$ cat src/rtl/crc16_checked_frame_receiver_macros.svh
// Assertion helpers for the RTL, used by ccfr_core. Each expects clk and rst_n in scope.
`ifndef CRC16_CHECKED_FRAME_RECEIVER_MACROS_SVH
`define CRC16_CHECKED_FRAME_RECEIVER_MACROS_SVH

// Same-cycle implication, checked at every rising edge out of reset.
`define CCFR_ASSERT_NOW(lbl, ante, cons, msg) \
  lbl: assert property (@(posedge clk) disable iff (!rst_n) (ante) |-> (cons)) \
    else $error(msg);

// Next-cycle implication, checked at every rising edge out of reset.
`define CCFR_ASSERT_NEXT(lbl, ante, cons, msg) \
  lbl: assert property (@(posedge clk) disable iff (!rst_n) (ante) |=> (cons)) \
    else $error(msg);

`endif

$ cat src/rtl/ccfr_pkg.sv
package ccfr_pkg;

  localparam int ByteW   = 8;
  localparam int CrcW    = 16;
  localparam int CfgIdxW = 2;

  // Configuration register indexes
  localparam logic [CfgIdxW-1:0] CFG_START_BYTE = 2'd0;
  localparam logic [CfgIdxW-1:0] CFG_END_BYTE   = 2'd1;
  localparam logic [CfgIdxW-1:0] CFG_LAST_INDEX = 2'd2;
  localparam logic [CfgIdxW-1:0] CFG_CRC_POLY   = 2'd3;

  // Register reset values
  localparam logic [ByteW-1:0] START_BYTE_RST = 8'h02;
  localparam logic [ByteW-1:0] END_BYTE_RST   = 8'h03;
  localparam logic [ByteW-1:0] LAST_INDEX_RST = 8'd16;
  localparam logic [CrcW-1:0]  CRC_POLY_RST   = 16'h5105;

  // Shortest frame that still leaves room for the two CRC bytes
  localparam logic [ByteW-1:0] MIN_LAST_INDEX = 8'd4;

  typedef struct packed {
    logic [ByteW-1:0] start_byte;
    logic [ByteW-1:0] end_byte;
    logic [ByteW-1:0] last_index;
    logic [CrcW-1:0]  crc_poly;
  } cfg_t;

  typedef struct packed {
    logic [ByteW-1:0] data_byte;
    logic [ByteW-1:0] position;
    logic             in_frame;
    logic             frame_end;
    logic             frame_good;
  } res_t;

endpackage

$ cat src/rtl/ccfr_ifs.sv
interface ccfr_in_if;
  logic                      valid;
  logic                      ready;
  logic [ccfr_pkg::ByteW-1:0] rx_byte;

  modport source (output valid, output rx_byte, input ready);
  modport sink   (input valid, input rx_byte, output ready);
endinterface

interface ccfr_out_if;
  logic                      valid;
  logic                      ready;
  logic [ccfr_pkg::ByteW-1:0] data_byte;
  logic [ccfr_pkg::ByteW-1:0] position;
  logic                      in_frame;
  logic                      frame_end;
  logic                      frame_good;

  modport source (output valid, output data_byte, output position, output in_frame,
                  output frame_end, output frame_good, input ready);
  modport sink   (input valid, input data_byte, input position, input in_frame,
                  input frame_end, input frame_good, output ready);
endinterface

$ cat src/rtl/crc16_checked_frame_receiver.sv
// Framed byte receiver with CRC-16 check.
// in_ch carries one received serial byte per word (rx_byte). out_ch returns one
// word per input word: the byte echoed, its frame position, and in_frame,
// frame_end and frame_good flags. Both channels move a word when valid and
// ready are high together at a rising edge of clk.
// The cfg port (cfg_we, cfg_index, cfg_wdata) writes start byte, end byte,
// last index and CRC polynomial; write it only while no word is in flight.
// A word accepted from in_ch sits in the input register, is decoded and
// loaded into the result register when that register is free, and is
// offered on out_ch from then on. Throughput: one word every cycle while
// out_ch does not stall, set by the combinational update of the frame
// position and CRC registers (eight unrolled CRC bits).
// Reset (rst_n low at a clock edge) returns the registers to their defaults
// (start 0x02, end 0x03, last index 16, polynomial 0x5105), hunting for a
// start byte with zero CRCs, and empties both pipeline registers.
// When the receiver stalls out_ch, the result word holds; the input register
// then fills and in_ch.ready drops until out_ch takes a word. No word is
// ever lost or repeated.
module crc16_checked_frame_receiver (
  input  logic                          clk,
  input  logic                          rst_n,
  ccfr_in_if.sink                       in_ch,
  ccfr_out_if.source                    out_ch,
  input  logic                          cfg_we,
  input  logic [ccfr_pkg::CfgIdxW-1:0]  cfg_index,
  input  logic [ccfr_pkg::CrcW-1:0]     cfg_wdata
);

  ccfr_pkg::cfg_t             cfg;
  ccfr_pkg::res_t             res;
  logic                       fire;
  logic                       down_ready;
  logic [ccfr_pkg::ByteW-1:0] byte_q;

  // Register file for the four settings
  ccfr_cfg_regs u_cfg (
    .clk       (clk),
    .rst_n     (rst_n),
    .cfg_we    (cfg_we),
    .cfg_index (cfg_index),
    .cfg_wdata (cfg_wdata),
    .cfg       (cfg)
  );

  // Input register: hold the incoming word until the result register is free
  ccfr_in_stage u_in (
    .clk        (clk),
    .rst_n      (rst_n),
    .in_ch      (in_ch),
    .down_ready (down_ready),
    .fire       (fire),
    .byte_q     (byte_q)
  );

  // Frame tracking and CRC: advance the state once per word moved on
  ccfr_core u_core (
    .clk    (clk),
    .rst_n  (rst_n),
    .cfg    (cfg),
    .fire   (fire),
    .byte_q (byte_q),
    .res    (res)
  );

  // Result register: hold the word while out_ch stalls
  ccfr_out_stage u_out (
    .clk      (clk),
    .rst_n    (rst_n),
    .load     (fire),
    .res      (res),
    .up_ready (down_ready),
    .out_ch   (out_ch)
  );

endmodule

$ cat src/rtl/ccfr_cfg_regs.sv
module ccfr_cfg_regs (
  input  logic                          clk,
  input  logic                          rst_n,
  input  logic                          cfg_we,
  input  logic [ccfr_pkg::CfgIdxW-1:0]  cfg_index,
  input  logic [ccfr_pkg::CrcW-1:0]     cfg_wdata,
  output ccfr_pkg::cfg_t                cfg
);

  ccfr_pkg::cfg_t cfg_r;

  always_ff @(posedge clk) begin
    if (!rst_n) begin
      cfg_r.start_byte <= ccfr_pkg::START_BYTE_RST;
      cfg_r.end_byte   <= ccfr_pkg::END_BYTE_RST;
      cfg_r.last_index <= ccfr_pkg::LAST_INDEX_RST;
      cfg_r.crc_poly   <= ccfr_pkg::CRC_POLY_RST;
    end else if (cfg_we) begin
      case (cfg_index)
        ccfr_pkg::CFG_START_BYTE: cfg_r.start_byte <= cfg_wdata[ccfr_pkg::ByteW-1:0];
        ccfr_pkg::CFG_END_BYTE:   cfg_r.end_byte   <= cfg_wdata[ccfr_pkg::ByteW-1:0];
        ccfr_pkg::CFG_LAST_INDEX: cfg_r.last_index <= cfg_wdata[ccfr_pkg::ByteW-1:0];
        ccfr_pkg::CFG_CRC_POLY:   cfg_r.crc_poly   <= cfg_wdata;
        default: ;
      endcase
    end
  end

  assign cfg = cfg_r;

endmodule

$ cat src/rtl/ccfr_in_stage.sv
module ccfr_in_stage (
  input  logic                       clk,
  input  logic                       rst_n,
  ccfr_in_if.sink                    in_ch,
  input  logic                       down_ready,
  output logic                       fire,
  output logic [ccfr_pkg::ByteW-1:0] byte_q
);

  logic                       s1_v_r;
  logic [ccfr_pkg::ByteW-1:0] s1_byte_r;

  // Take a word when empty or when the held word moves on this cycle
  assign in_ch.ready = !s1_v_r || down_ready;
  assign fire        = s1_v_r && down_ready;
  assign byte_q      = s1_byte_r;

  always_ff @(posedge clk) begin
    if (!rst_n) begin
      s1_v_r <= 1'b0;
    end else if (in_ch.ready) begin
      s1_v_r <= in_ch.valid;
    end
  end

  always_ff @(posedge clk) begin
    if (in_ch.valid && in_ch.ready) begin
      s1_byte_r <= in_ch.rx_byte;
    end
  end

endmodule

$ cat src/rtl/ccfr_crc8.sv
module ccfr_crc8 (
  input  logic [ccfr_pkg::CrcW-1:0]  crc_in,
  input  logic [ccfr_pkg::ByteW-1:0] data,
  input  logic [ccfr_pkg::CrcW-1:0]  poly,
  output logic [ccfr_pkg::CrcW-1:0]  crc_out
);

  // MSB-first, one bit per step, eight steps per byte
  always_comb begin
    crc_out = crc_in ^ {data, {(ccfr_pkg::CrcW-ccfr_pkg::ByteW){1'b0}}};
    for (int i = 0; i < ccfr_pkg::ByteW; i++) begin
      if (crc_out[ccfr_pkg::CrcW-1]) begin
        crc_out = {crc_out[ccfr_pkg::CrcW-2:0], 1'b0} ^ poly;
      end else begin
        crc_out = {crc_out[ccfr_pkg::CrcW-2:0], 1'b0};
      end
    end
  end

endmodule

$ cat src/rtl/ccfr_core.sv
`include "crc16_checked_frame_receiver_macros.svh"

module ccfr_core (
  input  logic                       clk,
  input  logic                       rst_n,
  input  ccfr_pkg::cfg_t             cfg,
  input  logic                       fire,
  input  logic [ccfr_pkg::ByteW-1:0] byte_q,
  output ccfr_pkg::res_t             res
);

  logic [ccfr_pkg::ByteW-1:0] pos_r, pos_nxt;
  logic [ccfr_pkg::CrcW-1:0]  crc_r, crc_nxt;
  logic [ccfr_pkg::CrcW-1:0]  rcv_r, rcv_nxt;
  logic [ccfr_pkg::CrcW-1:0]  crc_seed, crc_upd;
  logic [ccfr_pkg::ByteW+1:0] pos_ext, last_ext;
  logic                       in_crc_span, at_crc_hi;

  // Start byte restarts the CRC from zero
  assign crc_seed = (pos_r == '0) ? '0 : crc_r;

  ccfr_crc8 u_crc8 (
    .crc_in  (crc_seed),
    .data    (byte_q),
    .poly    (cfg.crc_poly),
    .crc_out (crc_upd)
  );

  assign pos_ext     = {2'b00, pos_r};
  assign last_ext    = {2'b00, cfg.last_index};
  assign in_crc_span = (pos_ext + 10'd3) <= last_ext;
  assign at_crc_hi   = (pos_ext + 10'd2) == last_ext;

  always_comb begin
    pos_nxt        = pos_r;
    crc_nxt        = crc_r;
    rcv_nxt        = rcv_r;
    res.data_byte  = byte_q;
    res.position   = '0;
    res.in_frame   = 1'b0;
    res.frame_end  = 1'b0;
    res.frame_good = 1'b0;
    if (pos_r == '0) begin
      if (byte_q == cfg.start_byte) begin
        crc_nxt      = crc_upd;
        pos_nxt      = 8'd1;
        res.in_frame = 1'b1;
      end
    end else if (pos_r == 8'd1) begin
      if (byte_q == cfg.last_index && cfg.last_index >= ccfr_pkg::MIN_LAST_INDEX) begin
        if (in_crc_span) begin
          crc_nxt = crc_upd;
        end
        pos_nxt      = 8'd2;
        res.position = pos_r;
        res.in_frame = 1'b1;
      end else begin
        pos_nxt = '0;
      end
    end else begin
      res.position = pos_r;
      res.in_frame = 1'b1;
      if (pos_r >= cfg.last_index) begin
        res.frame_end  = 1'b1;
        res.frame_good = (byte_q == cfg.end_byte) && (crc_r == rcv_r);
        pos_nxt        = '0;
      end else begin
        if (in_crc_span) begin
          crc_nxt = crc_upd;
        end else if (at_crc_hi) begin
          rcv_nxt = {byte_q, rcv_r[ccfr_pkg::ByteW-1:0]};
        end else begin
          rcv_nxt = {rcv_r[ccfr_pkg::CrcW-1:ccfr_pkg::ByteW], byte_q};
        end
        pos_nxt = pos_r + 8'd1;
      end
    end
  end

  always_ff @(posedge clk) begin
    if (!rst_n) begin
      pos_r <= '0;
      crc_r <= '0;
      rcv_r <= '0;
    end else if (fire) begin
      pos_r <= pos_nxt;
      crc_r <= crc_nxt;
      rcv_r <= rcv_nxt;
    end
  end

  `CCFR_ASSERT_NEXT(a_end_returns_to_hunt, rst_n && fire && res.frame_end, pos_r == '0, "frame end did not return to hunting")
  `CCFR_ASSERT_NEXT(a_idle_holds_state, rst_n && !fire, $stable(pos_r) && $stable(crc_r) && $stable(rcv_r), "frame state moved without a word")
  `CCFR_ASSERT_NOW(a_good_needs_end, res.frame_good, res.frame_end && res.position >= 8'd2, "good flag outside a frame end")
  `CCFR_ASSERT_NEXT(a_reject_keeps_hunting, rst_n && fire && !res.in_frame, pos_r == '0, "rejected word left the hunt")

endmodule

$ cat src/rtl/ccfr_out_stage.sv
module ccfr_out_stage (
  input  logic           clk,
  input  logic           rst_n,
  input  logic           load,
  input  ccfr_pkg::res_t res,
  output logic           up_ready,
  ccfr_out_if.source     out_ch
);

  logic           out_v_r;
  ccfr_pkg::res_t res_r;

  // Free when empty or when the held word is taken this cycle
  assign up_ready = !out_v_r || out_ch.ready;

  always_ff @(posedge clk) begin
    if (!rst_n) begin
      out_v_r <= 1'b0;
    end else if (load) begin
      out_v_r <= 1'b1;
    end else if (out_ch.ready) begin
      out_v_r <= 1'b0;
    end
  end

  always_ff @(posedge clk) begin
    if (load) begin
      res_r <= res;
    end
  end

  assign out_ch.valid      = out_v_r;
  assign out_ch.data_byte  = res_r.data_byte;
  assign out_ch.position   = res_r.position;
  assign out_ch.in_frame   = res_r.in_frame;
  assign out_ch.frame_end  = res_r.frame_end;
  assign out_ch.frame_good = res_r.frame_good;

endmodule
$ cat src/flat_wrapper.sv
// flat-port wrapper written by rule: the top's interface ports become plain ports
module crc16_checked_frame_receiver_flat 
  (clk, rst_n, cfg_we, cfg_index, cfg_wdata, in_ch_valid, in_ch_rx_byte, in_ch_ready, out_ch_valid, out_ch_data_byte, out_ch_position, out_ch_in_frame, out_ch_frame_end, out_ch_frame_good, out_ch_ready);
  ccfr_in_if in_ch_i ();
  ccfr_out_if out_ch_i ();
  input  logic clk;
  input  logic rst_n;
  input  logic cfg_we;
  input  logic [ccfr_pkg::CfgIdxW-1:0] cfg_index;
  input  logic [ccfr_pkg::CrcW-1:0] cfg_wdata;
  input wire logic [$bits(in_ch_i.valid)-1:0] in_ch_valid;
  input wire logic [$bits(in_ch_i.rx_byte)-1:0] in_ch_rx_byte;
  output wire logic [$bits(in_ch_i.ready)-1:0] in_ch_ready;
  output wire logic [$bits(out_ch_i.valid)-1:0] out_ch_valid;
  output wire logic [$bits(out_ch_i.data_byte)-1:0] out_ch_data_byte;
  output wire logic [$bits(out_ch_i.position)-1:0] out_ch_position;
  output wire logic [$bits(out_ch_i.in_frame)-1:0] out_ch_in_frame;
  output wire logic [$bits(out_ch_i.frame_end)-1:0] out_ch_frame_end;
  output wire logic [$bits(out_ch_i.frame_good)-1:0] out_ch_frame_good;
  input wire logic [$bits(out_ch_i.ready)-1:0] out_ch_ready;
  assign in_ch_i.valid = in_ch_valid;
  assign in_ch_i.rx_byte = in_ch_rx_byte;
  assign in_ch_ready = in_ch_i.ready;
  assign out_ch_valid = out_ch_i.valid;
  assign out_ch_data_byte = out_ch_i.data_byte;
  assign out_ch_position = out_ch_i.position;
  assign out_ch_in_frame = out_ch_i.in_frame;
  assign out_ch_frame_end = out_ch_i.frame_end;
  assign out_ch_frame_good = out_ch_i.frame_good;
  assign out_ch_i.ready = out_ch_ready;
  crc16_checked_frame_receiver u_core (.clk(clk), .rst_n(rst_n), .in_ch(in_ch_i), .out_ch(out_ch_i), .cfg_we(cfg_we), .cfg_index(cfg_index), .cfg_wdata(cfg_wdata));
endmodule
$ cat config.mk
export PLATFORM = sky130hd
export DESIGN_NAME = crc16_checked_frame_receiver_flat
export DESIGN_NICKNAME = d
export VERILOG_FILES = /design/src/rtl/ccfr_pkg.sv /design/src/rtl/ccfr_ifs.sv /design/src/rtl/crc16_checked_frame_receiver.sv /design/src/rtl/ccfr_cfg_regs.sv /design/src/rtl/ccfr_in_stage.sv /design/src/rtl/ccfr_crc8.sv /design/src/rtl/ccfr_core.sv /design/src/rtl/ccfr_out_stage.sv /design/src/flat_wrapper.sv
export VERILOG_INCLUDE_DIRS = /design/src /design/src/rtl
export SDC_FILE = /design/constraint.sdc
export NUM_CORES = 1
export LEC_CHECK = 0
export ABC_AREA = 1
export BUFFER_PORTS_ARGS = -buffer_cell sky130_fd_sc_hd__buf_2
export CORE_MARGIN = 8
export CORE_UTILIZATION = 40
export CTS_CLUSTER_SIZE = 8
export DETAILED_ROUTE_END_ITERATION = 8
export GPL_TIMING_DRIVEN = 1
export HOLD_SLACK_MARGIN = 0.08
export PLACE_DENSITY_LB_ADDON = 0.1
export SLEW_MARGIN = 20
export SYNTH_ARGS = -nofsm -noshare
export SYNTH_HDL_FRONTEND = slang
export SYNTH_HIERARCHICAL = 1
export SYNTH_SLANG_ARGS = --single-unit
$ cat constraint.sdc
create_clock -name clk -period 4.4 [get_ports clk]
set_clock_uncertainty 0.1 [all_clocks]
set_input_delay 0.44 -clock clk [delete_from_list [all_inputs] [get_ports clk]]
set_output_delay 0.44 -clock clk [all_outputs]
set_load 0.1 [all_outputs]
==> run metrics, run 1 <==
wire per inst=~15 µm; Slew Limit Fails=0; synth cell count leaders=nand2_1 (417), nor2_1 (206), inv_1 (180); CTS Buf Count=9; routed wire length=24900 µm; Min-Delay Path Depth=1; vias in the first global route=slightly above 7000; Root Buffer=clkbuf_16; total congestion overflow=0; CP delay by family, top=simple AND/OR/NAND/NOR gates; top_reg_cell synth=dfxtp_1; synthesized area=approximately 8900 µm²; routed vias/inst=roughly 4.8; Cell Pwr Density=between 300 and 400 nW/µm²; Hold Crit Class=in -> reg; DRC Markers=0; Peak Freq=roughly 250 MHz; Syn Inst Count=1375; register area=roughly 2500 µm²; RSZ-0062 raised after global routing=false; Hold Path Origin=in_ch_rx_byte[6]; Pleak=about 0.0049 µW; area delta synth->final=8.60%; global-route wire length before repair=~39000 µm; Startpoint Class=flop; total power draw=approximately 3000 µW; RD Place Congestion=around 0.9; Setup-failing EPs final=0; Crit Path Class=reg -> reg; mean post-synth cell area=6.45 µm²; setup slack, reg-to-reg=about 0.43 ns; CP endpoint kind=flop; Clock Sinks=109; cell taking the most area after synthesis=dfxtp_1; CTS tree=done; Worst Path Required=4.55 ns; Period minus WS final=just under 4 ns; Clock Tree Buf Depth=2; period utilization=between 90% and 100%; most common cell in the netlist=nand2_1; CTS clock-pin slew for the worst setup and hold paths=around 0.08 ns; Core Box Area=roughly 22000 µm²; Synth top area share=18.5%; NumNets Final=around 1500; footprint of the multi-input gates=roughly 5300 µm²; final instance area=between 9000 and 10000 µm²; #FFs+latches synth=around 110; Hold Path End=u_core/u_in/byte_q[6]$_DFFE_PP_; YS warnings=6; top cells by area, synth=dfxtp_1 (19%), nand2_1 (18%), edfxtp_1 (9.1%), nor2_1 (8.7%), inv_1 (7.6%); share of synthesized flip-flops with an asynchronous set or reset=0%; setup TNS=0 ns; final-report hold violation count=0; H-tree levels=3; Post-CTS Hold Fix Bufs=0; share of cells above drive strength 1=13.0%; Synth Net Count=1428; via count=8066; Crit Path Max Fanout=14; peak supply drop=~0.22 mV; die width=165 µm; std cell rows=between 50 and 60; Crit path top cell by count=nand2_1; Rel. slew slack=33.5%; Clk Latency, worst-skew pair=0.35 ns; drt initial violations=637; Critical Path AT=4.12 ns; initial antenna violation count=0; Initial Util=40.6%; start of the worst register-to-register path=u_core/u_core/pos_r[1]$_SDFFE_PN0P_; Ports=52; ANT nets after route=0; largest net degree at the start of global routing=36; count of different cell masters after synthesis=47; max-cap violation count=0; CP Buf/Inv Count=5; Die ar.=approximately 27000 µm²; HPWL Detailed=19000 µm; R2R depth=30; IO Port Bufs=51; global-route usage over all layers=between 10% and 20%; Initial DRT Pass Iterations=6; fill count=between 2000 and 2500; Least-Margin Pin Slew=a little under 1 ns; Inserted Diodes=0; reg2reg end=u_core/u_core/crc_r[14]$_SDFFE_PN0P_; Crit path largest cell delay=about 0.37 ns; Worst path slowest cell=xnor2_1; Seq/Total Area, Yosys=between 20 and 30%; die height=165 µm; EDFF count, synth=27; outcome=finished, final reports clean; DP Area=9290 µm²
## state kept, by name, indices dropped and copies added, names as in the netlist
signal,cells
u_core/u_cfg/cfg,40
u_core/u_core/pos_r,8
u_core/u_in/byte_q,8
u_core/u_core/rcv_r,16
u_core/u_out/out_ch.in_frame,1
u_core/u_core/crc_r,16
u_core/u_in/s1_v_r,1
u_core/u_out/out_ch.frame_good,1
u_core/u_out/out_ch.position,8
u_core/u_out/out_ch.data_byte,8
u_core/u_out/out_ch.frame_end,1
u_core/u_out/out_ch.valid,1
## cells in the final DEF (no fill, tap or decap), types with 3 or more instances in the layout
cell type / synthesis / layout
clkbuf_16: 0 / 9
a21oi_1: 25 / 25
nor2_4: 5 / 5
ha_1: 22 / 22
nand3_4: 4 / 4
nand4_1: 12 / 12
nand3_1: 109 / 109
dfxtp_1: 82 / 82
nand2_1: 417 / 416
o21ai_0: 15 / 15
buf_4: 18 / 36
nor2_2: 7 / 7
nand3_2: 14 / 14
nor3_1: 3 / 3
nand2_2: 12 / 13
inv_2: 13 / 13
nor2_1: 206 / 206
nand2_4: 8 / 8
xnor2_1: 73 / 73
nand2_8: 3 / 4
inv_1: 180 / 180
xor2_1: 41 / 41
xnor2_2: 3 / 3
buf_2: 18 / 51
edfxtp_1: 27 / 27
## cell type report
type | instances | area share (%)
tap | 280 | 3.64
inverter | 194 | 7.57
multi-input combinational | 1003 | 54.9
clock inverter | 5 | 0.442
sequential | 109 | 25.5
clock buffer | 11 | 2.52
timing repair buffer | 87 | 5.46
## kinds of logic after synthesis
group                    Yosys count  share of synthesized area, %
AO/OA/AOI/OAI                     50                          3.12
XOR/XNOR                         119                          12.3
adder cells (fa/ha/maj)           22                          3.11
buffers and inverters            264                          13.0
flip-flops                       109                          27.7
AND/OR/NAND/NOR                  811                          40.8
## what timing repair did
action                     4_1_cts  5_1_grt
setup endpoints to repair        0       16
setup buffers                    0        4
gates resized for setup          0        2
## through the flow
step | hold WS (ns) | util [%] | cells | setup WS, ns
floorplan | 0.337 | - | 1375 | 0.537
global placement | 0.360 | 42.6 | 1668 | 0.367
detailed placement | 0.371 | 42.6 | 1668 | 0.247
CTS | 0.153 | 43.9 | 1684 | 0.232
global route | 0.156 | 44.1 | 1689 | 0.00511
finish | 0.167 | 44.1 | 1689 | 0.433
## layer usage
layer / part of all wire, % / vias up / global-route usage, %
li1: - / 4212 / -
met4: 0.90 / 0 / 3.44
met2: 45 / 183 / 29.4
met3: 5.4 / 18 / 2.57
met5: 0 / - / 0
met1: 49 / 3653 / 26.2
## how the worst max path moves through the flow
stage	start	to	slack, ns	cells after the start
6_report	u_core/u_core/pos_r[1]$_SDFFE_PN0P_	u_core/u_core/crc_r[14]$_SDFFE_PN0P_	0.43	30
3_5_place_dp	u_core/u_core/pos_r[1]$_SDFFE_PN0P_	u_core/u_core/crc_r[3]$_SDFFE_PN0P_	0.25	30
2_1_floorplan	u_core/u_core/pos_r[0]$_SDFFE_PN0P_	u_core/u_core/crc_r[7]$_SDFFE_PN0P_	0.54	34
4_1_cts	u_core/u_core/pos_r[1]$_SDFFE_PN0P_	u_core/u_core/crc_r[3]$_SDFFE_PN0P_	0.23	30
5_1_grt	u_core/u_core/pos_r[1]$_SDFFE_PN0P_	u_core/u_core/crc_r[1]$_SDFFE_PN0P_	0.005	32
3_3_place_gp	u_core/u_core/pos_r[1]$_SDFFE_PN0P_	u_core/u_core/crc_r[3]$_SDFFE_PN0P_	0.37	30
## report_power, final
group	internal [µW]	switching (µW)	leakage [µW]
Combinational	382	769	0.00383
Clock	409	394	0.000144
Sequential	1060	42.4	0.000923
Total	1850	1210	0.00490
No activity file was read; power rests on OpenSTA's default activity.
==> inputs of run 2 (changes only) <==
Settings changed: CTS_CLUSTER_SIZE 8 to unset, RECOVER_POWER set to 25.
==> run 2 against run 1 <==
Against the previous run:
- final area down 0.57%
- first-iteration DRC count decreased by 3.6%
- die area unchanged
- worst hold slack better by 0.00099 ns
- worst setup slack better by 0.016 ns
- combinational power is essentially flat
- global-route usage unchanged
- critical path type unchanged
- highest routed layer unchanged
==> run metrics, run 2 (synthesized netlist as in run 1, its figures left out) <==
Ports=52; most frequent cells in the layout=nand2_1 (417), nor2_1 (206), inv_1 (180); Peak Freq=approximately 250 MHz; NumNets Final=around 1500; HPWL Detailed=about 19000 µm; wire per inst=14.7 µm; total congestion overflow=0; peak supply drop=~0.23 mV; Rel. slew slack=between 10% and 20%; share of cells above drive strength 1=between 10% and 20%; Cell Int Power=1850 µW; initial antenna violation count=0; largest net degree at the start of global routing=36; die width=approximately 160 µm; Crit path top cell by count=nand2_1; RSZ-0062 raised after global routing=false; outcome=finished, final reports clean; Logic pwr share=between 30% and 40%; Sw Share=39.5%; Worst Path Required=4.55 ns; Worst path slowest cell=xnor2_1; Initial DRT Pass Iterations=5; Critical Path AT=~4.1 ns; most common cell after layout, fill and taps aside=nand2_1; die height=between 150 and 200 µm; clock share of power=between 20% and 30%; RD Place Congestion=about 0.90; Initial Util=around 41%; drt initial violations=a little over 600; Clk Latency, worst-skew pair=approximately 0.36 ns; Core Box Area=about 22000 µm²; std cell rows=54; routed wire length=between 20000 and 25000 µm; max-cap violation count=0; Crit Path Class=reg -> reg; ANT nets after route=0; Inserted Diodes=0; Clock Sinks=109; via count=8082; global-route usage over all layers=18.5%; H-tree levels=3; Startpoint Class=flop; Period minus WS final=between 3 and 4 ns; Die ar.=approximately 27000 µm²; final hold slack=0.168 ns; Crit path largest cell delay=between 0.3 and 0.4 ns; DRC Markers=0; total power draw=3050 µW; Post-CTS Hold Fix Bufs=0; Root Buffer=clkbuf_16; vias in the first global route=between 7000 and 8000; period utilization=~90%; CTS clock-pin slew for the worst setup and hold paths=~0.07 ns; max FFs per register=40; setup TNS=0 ns; CTS Buf Count=9; Flop pwr share=36.1%; final-report hold violation count=0; Pleak=0.00484 µW; Least-Margin Pin Slew=~1.3 ns; Setup-failing EPs final=0; IO Port Bufs=51; Crit Path Max Fanout=14; Psw=1200 µW; Clock Tree Buf Depth=2; Cell Pwr Density=approximately 320 nW/µm²; global-route wire length before repair=slightly below 40000 µm; Slew Limit Fails=0; area delta synth->final=7.98%; CP endpoint kind=flop; Hold Crit Class=in -> reg; routed vias/inst=roughly 4.8; CTS tree=done
## run 2: changes by cell type in the layout (fill, tap and decap cells not counted), sizes merged
cell,previous run,this run
buf,87,73
clkbuf,11,25
## run 2: critical path: cells and delay by family (launching register included)
| family | cells | cell delay [ns] |
|---|---|---|
| flops | 1 | 0.33 |
| simple gates | 22 | 2.37 |
| compound gates | 1 | 0.16 |
| xor+xnor | 1 | 0.37 |
| fa+ha+maj | 1 | 0.20 |
| buf+inv | 5 | 0.31 |
## run 2: what timing repair did
action                                  CTS  global route
gates resized for setup                   0             2
setup buffers                             0             4
endpoints found under the setup margin    0            16
## run 2: layout make-up
class / instances / area [µm²]
Timing Repair Buffer: 87 / 473
Clock inverter: 5 / 42.5
Fill cell: 2353 / 12300
Inverter: 194 / 728
Sequential cell: 109 / 2450
Multi-Input combinational cell: 1003 / 5280
Tap cell: 280 / 350
Clock buffer: 11 / 243
## run 2: path summary, 6_finish.rpt
kind	start	to	slack, ns	cells after the start
max	u_core/u_core/pos_r[1]$_SDFFE_PN0P_	u_core/u_core/crc_r[14]$_SDFFE_PN0P_	0.45	30
max reg2reg	u_core/u_core/pos_r[1]$_SDFFE_PN0P_	u_core/u_core/crc_r[14]$_SDFFE_PN0P_	0.45	30
min reg2reg	u_core/u_cfg/cfg[24]$_SDFFE_PN1P_	u_core/u_cfg/cfg[24]$_SDFFE_PN1P_	0.38	2
min	in_ch_rx_byte[6]	u_core/u_in/byte_q[6]$_DFFE_PP_	0.17	1
## run 2: per-layer routing
| metal | global-route usage [%] | routed length, µm | vias to the layer above |
|---|---|---|---|
| li1 | - | - | 4217 |
| met1 | 26.2 | 12200 | 3652 |
| met2 | 29.4 | 11100 | 194 |
| met3 | 2.57 | 1290 | 19 |
| met4 | 3.44 | 232 | 0 |
| met5 | 0 | 0 | - |
## run 2: per-stage QoR
step	util, %	instance area [µm²]	setup WS [ns]	instances
3_5_place_dp	42.6	9290	0.247	1668
4_1_cts	43.9	9570	0.232	1684
5_1_grt	43.9	9570	0.00510	1689
6_report	43.9	9570	0.449	1689
2_1_floorplan	-	8860	0.537	1375
3_3_place_gp	42.6	9290	0.367	1668
## run 2: power groups by stage
stage                     Combinational [µW]  Sequential, µW  Clock [µW]
after floorplan                          881            1160           0
after global placement                  1110            1120           0
after detailed placement                1110            1120           0
after CTS                               1120            1100         833
after global routing                    1280            1110         872
final                                   1150            1100         803
==> inputs of run 3 (changes only) <==
Settings changed: CORE_UTILIZATION 40 to 35, SKIP_CTS_REPAIR_TIMING set to 1.
==> run 3 against run 2 <==
Against the previous run:
- worst hold slack improved by 0.0042 ns
- routed wire length rose by 2.3%
- clock-buffer cell count did not move
- final area rose by 0.90%
- flip-flop and latch count did not move
- critical path type unchanged
==> run metrics, run 3 (synthesized netlist as in run 1, its figures left out) <==
final-report hold violation count=0; Initial Util=a little over a third; HPWL Detailed=~19000 µm; Slew Limit Fails=0; max-cap violation count=0; most frequent cells in the layout=nand2_1 (417), nor2_1 (205), inv_1 (179); Crit path largest cell delay=between 0.3 and 0.4 ns; global-route wire length before repair=40800 µm; Setup-failing EPs final=0; routed wire length=roughly 25000 µm; peak supply drop=0.165 mV; Peak Freq=253 MHz; fill count=about 2700; Die ar.=30700 µm²; CTS Buf Count=9; CTS clock-pin slew for the worst setup and hold paths=approximately 0.080 ns; H-tree levels=3; Core Box Area=between 20000 and 30000 µm²; CTS tree=done; die height=about 180 µm; outcome=finished, final reports clean; Crit Path Class=reg -> reg; Cell Pwr Density=between 300 and 400 nW/µm²; period utilization=89.8%; std cell rows=58; Clk Latency, worst-skew pair=between 0.3 and 0.4 ns; via count=7949; initial antenna violation count=0; clock share of power=a little over a quarter; global-route usage over all layers=16.7%; total power draw=approximately 3100 µW; total congestion overflow=0; Flop pwr share=a little over a third; Inserted Diodes=0; Hold Crit Class=in -> reg; vias in the first global route=7401; DP Area=slightly above 9000 µm²; area delta synth->final=8.95%; die width=about 180 µm; DRC Markers=0; ANT nets after route=0; CP delay by family, top=simple AND/OR/NAND/NOR gates; Startpoint Class=flop; Rel. slew slack=~15%; final instance area=approximately 9700 µm²; Root Buffer=clkbuf_16; Least-Margin Pin Slew=1.28 ns; most common cell after layout, fill and taps aside=nand2_1; largest net degree at the start of global routing=48; drt initial violations=550; Pleak=about 0.0048 µW; Sw Share=approximately two fifths; Psw=approximately 1200 µW; share of cells above drive strength 1=12.2%; Crit path top cell by count=nand2_1; CP Buf/Inv Count=7; NumNets Final=1453; routed vias/inst=approximately 4.6; Period minus WS final=about 3.9 ns; Logic pwr share=between 30 and 40%; IO Port Bufs=51; max FFs per register=40; Initial DRT Pass Iterations=5; Ports=52; Clock Tree Buf Depth=2; Clock Sinks=109; Crit Path Max Fanout=28; CP endpoint kind=flop; Worst Path Required=4.55 ns; Cell Int Power=between 1500 and 2000 µW; Worst path slowest cell=dfxtp_2; Critical Path AT=4.10 ns; RD Place Congestion=about 0.87; wire per inst=14.6 µm
==> run 3: changes by cell type in the layout (fill, tap and decap cells not counted), moves of 2 or more <==
| cell | change |
|---|---|
| inv_6 | +2 |
| clkbuf_1 | -2 |
| buf_6 | +2 |
| dfxtp_1 | -2 |
| dfxtp_2 | +2 |
| buf_4 | -2 |
==> run 3: power by group through the flow <==
stage | Sequential (µW) | Combinational (µW) | Clock, µW
after global routing | 1110 | 1310 | 909
after detailed placement | 1130 | 1120 | 0
after global placement | 1130 | 1120 | 0
after floorplan | 1160 | 881 | 0
after CTS | 1100 | 1120 | 870
final | 1100 | 1150 | 836
==> run 3: final timing paths <==
path                                                          start                                   end  slack [ns]  depth (start not counted)
worst min-delay path                               in_ch_rx_byte[4]       u_core/u_in/byte_q[4]$_DFFE_PP_        0.17                          1
worst min register to register    u_core/u_cfg/cfg[25]$_SDFFE_PN1P_     u_core/u_cfg/cfg[25]$_SDFFE_PN1P_        0.39                          2
worst max register to register  u_core/u_core/pos_r[6]$_SDFFE_PN0P_  u_core/u_core/crc_r[11]$_SDFFE_PN0P_        0.45                         30
worst max-delay path            u_core/u_core/pos_r[6]$_SDFFE_PN0P_  u_core/u_core/crc_r[11]$_SDFFE_PN0P_        0.45                         30
==> run 3: per-stage QoR <==
stage | utilization [%] | TNS [ns] | setup WS, ns | instances | hold slack [ns]
2_1_floorplan | - | 0 | 0.537 | 1375 | 0.337
3_3_place_gp | 37.3 | 0 | 0.357 | 1716 | 0.364
3_5_place_dp | 37.3 | 0 | 0.291 | 1716 | 0.368
4_1_cts | 38.5 | 0 | 0.269 | 1732 | 0.155
5_1_grt | 38.6 | -0.00160 | -0.00160 | 1735 | 0.150
6_report | 38.6 | 0 | 0.450 | 1735 | 0.172
==> run 3: area by class of cell <==
type / count / area [µm²] / share of cell area (%)
clock buffers: 11 / 254 / 2.63
clock inverters: 5 / 47.5 / 0.492
inverters: 194 / 728 / 7.54
multi-input cells: 1002 / 5290 / 54.8
flip-flops and latches: 109 / 2450 / 25.4
well taps: 330 / 413 / 4.28
repair buffers: 84 / 468 / 4.85
==> run 3: worst reg2reg max path, delay by kind of cell, from the launching register on <==
kind                   cells  cell delay, ns
AND/OR/NAND/NOR           21            2.37
XOR/XNOR                   2            0.40
flip-flops                 1            0.38
buffers and inverters      7            0.59
==> run 3: metal layers <==
metal  GRT usage (%)  vias up  routed length, µm
li1                -     4213                  -
met4            3.71        0                351
met3            3.11       24               1140
met2            25.5      153              11100
met1            24.0     3559              12800
met5               0        -                  0
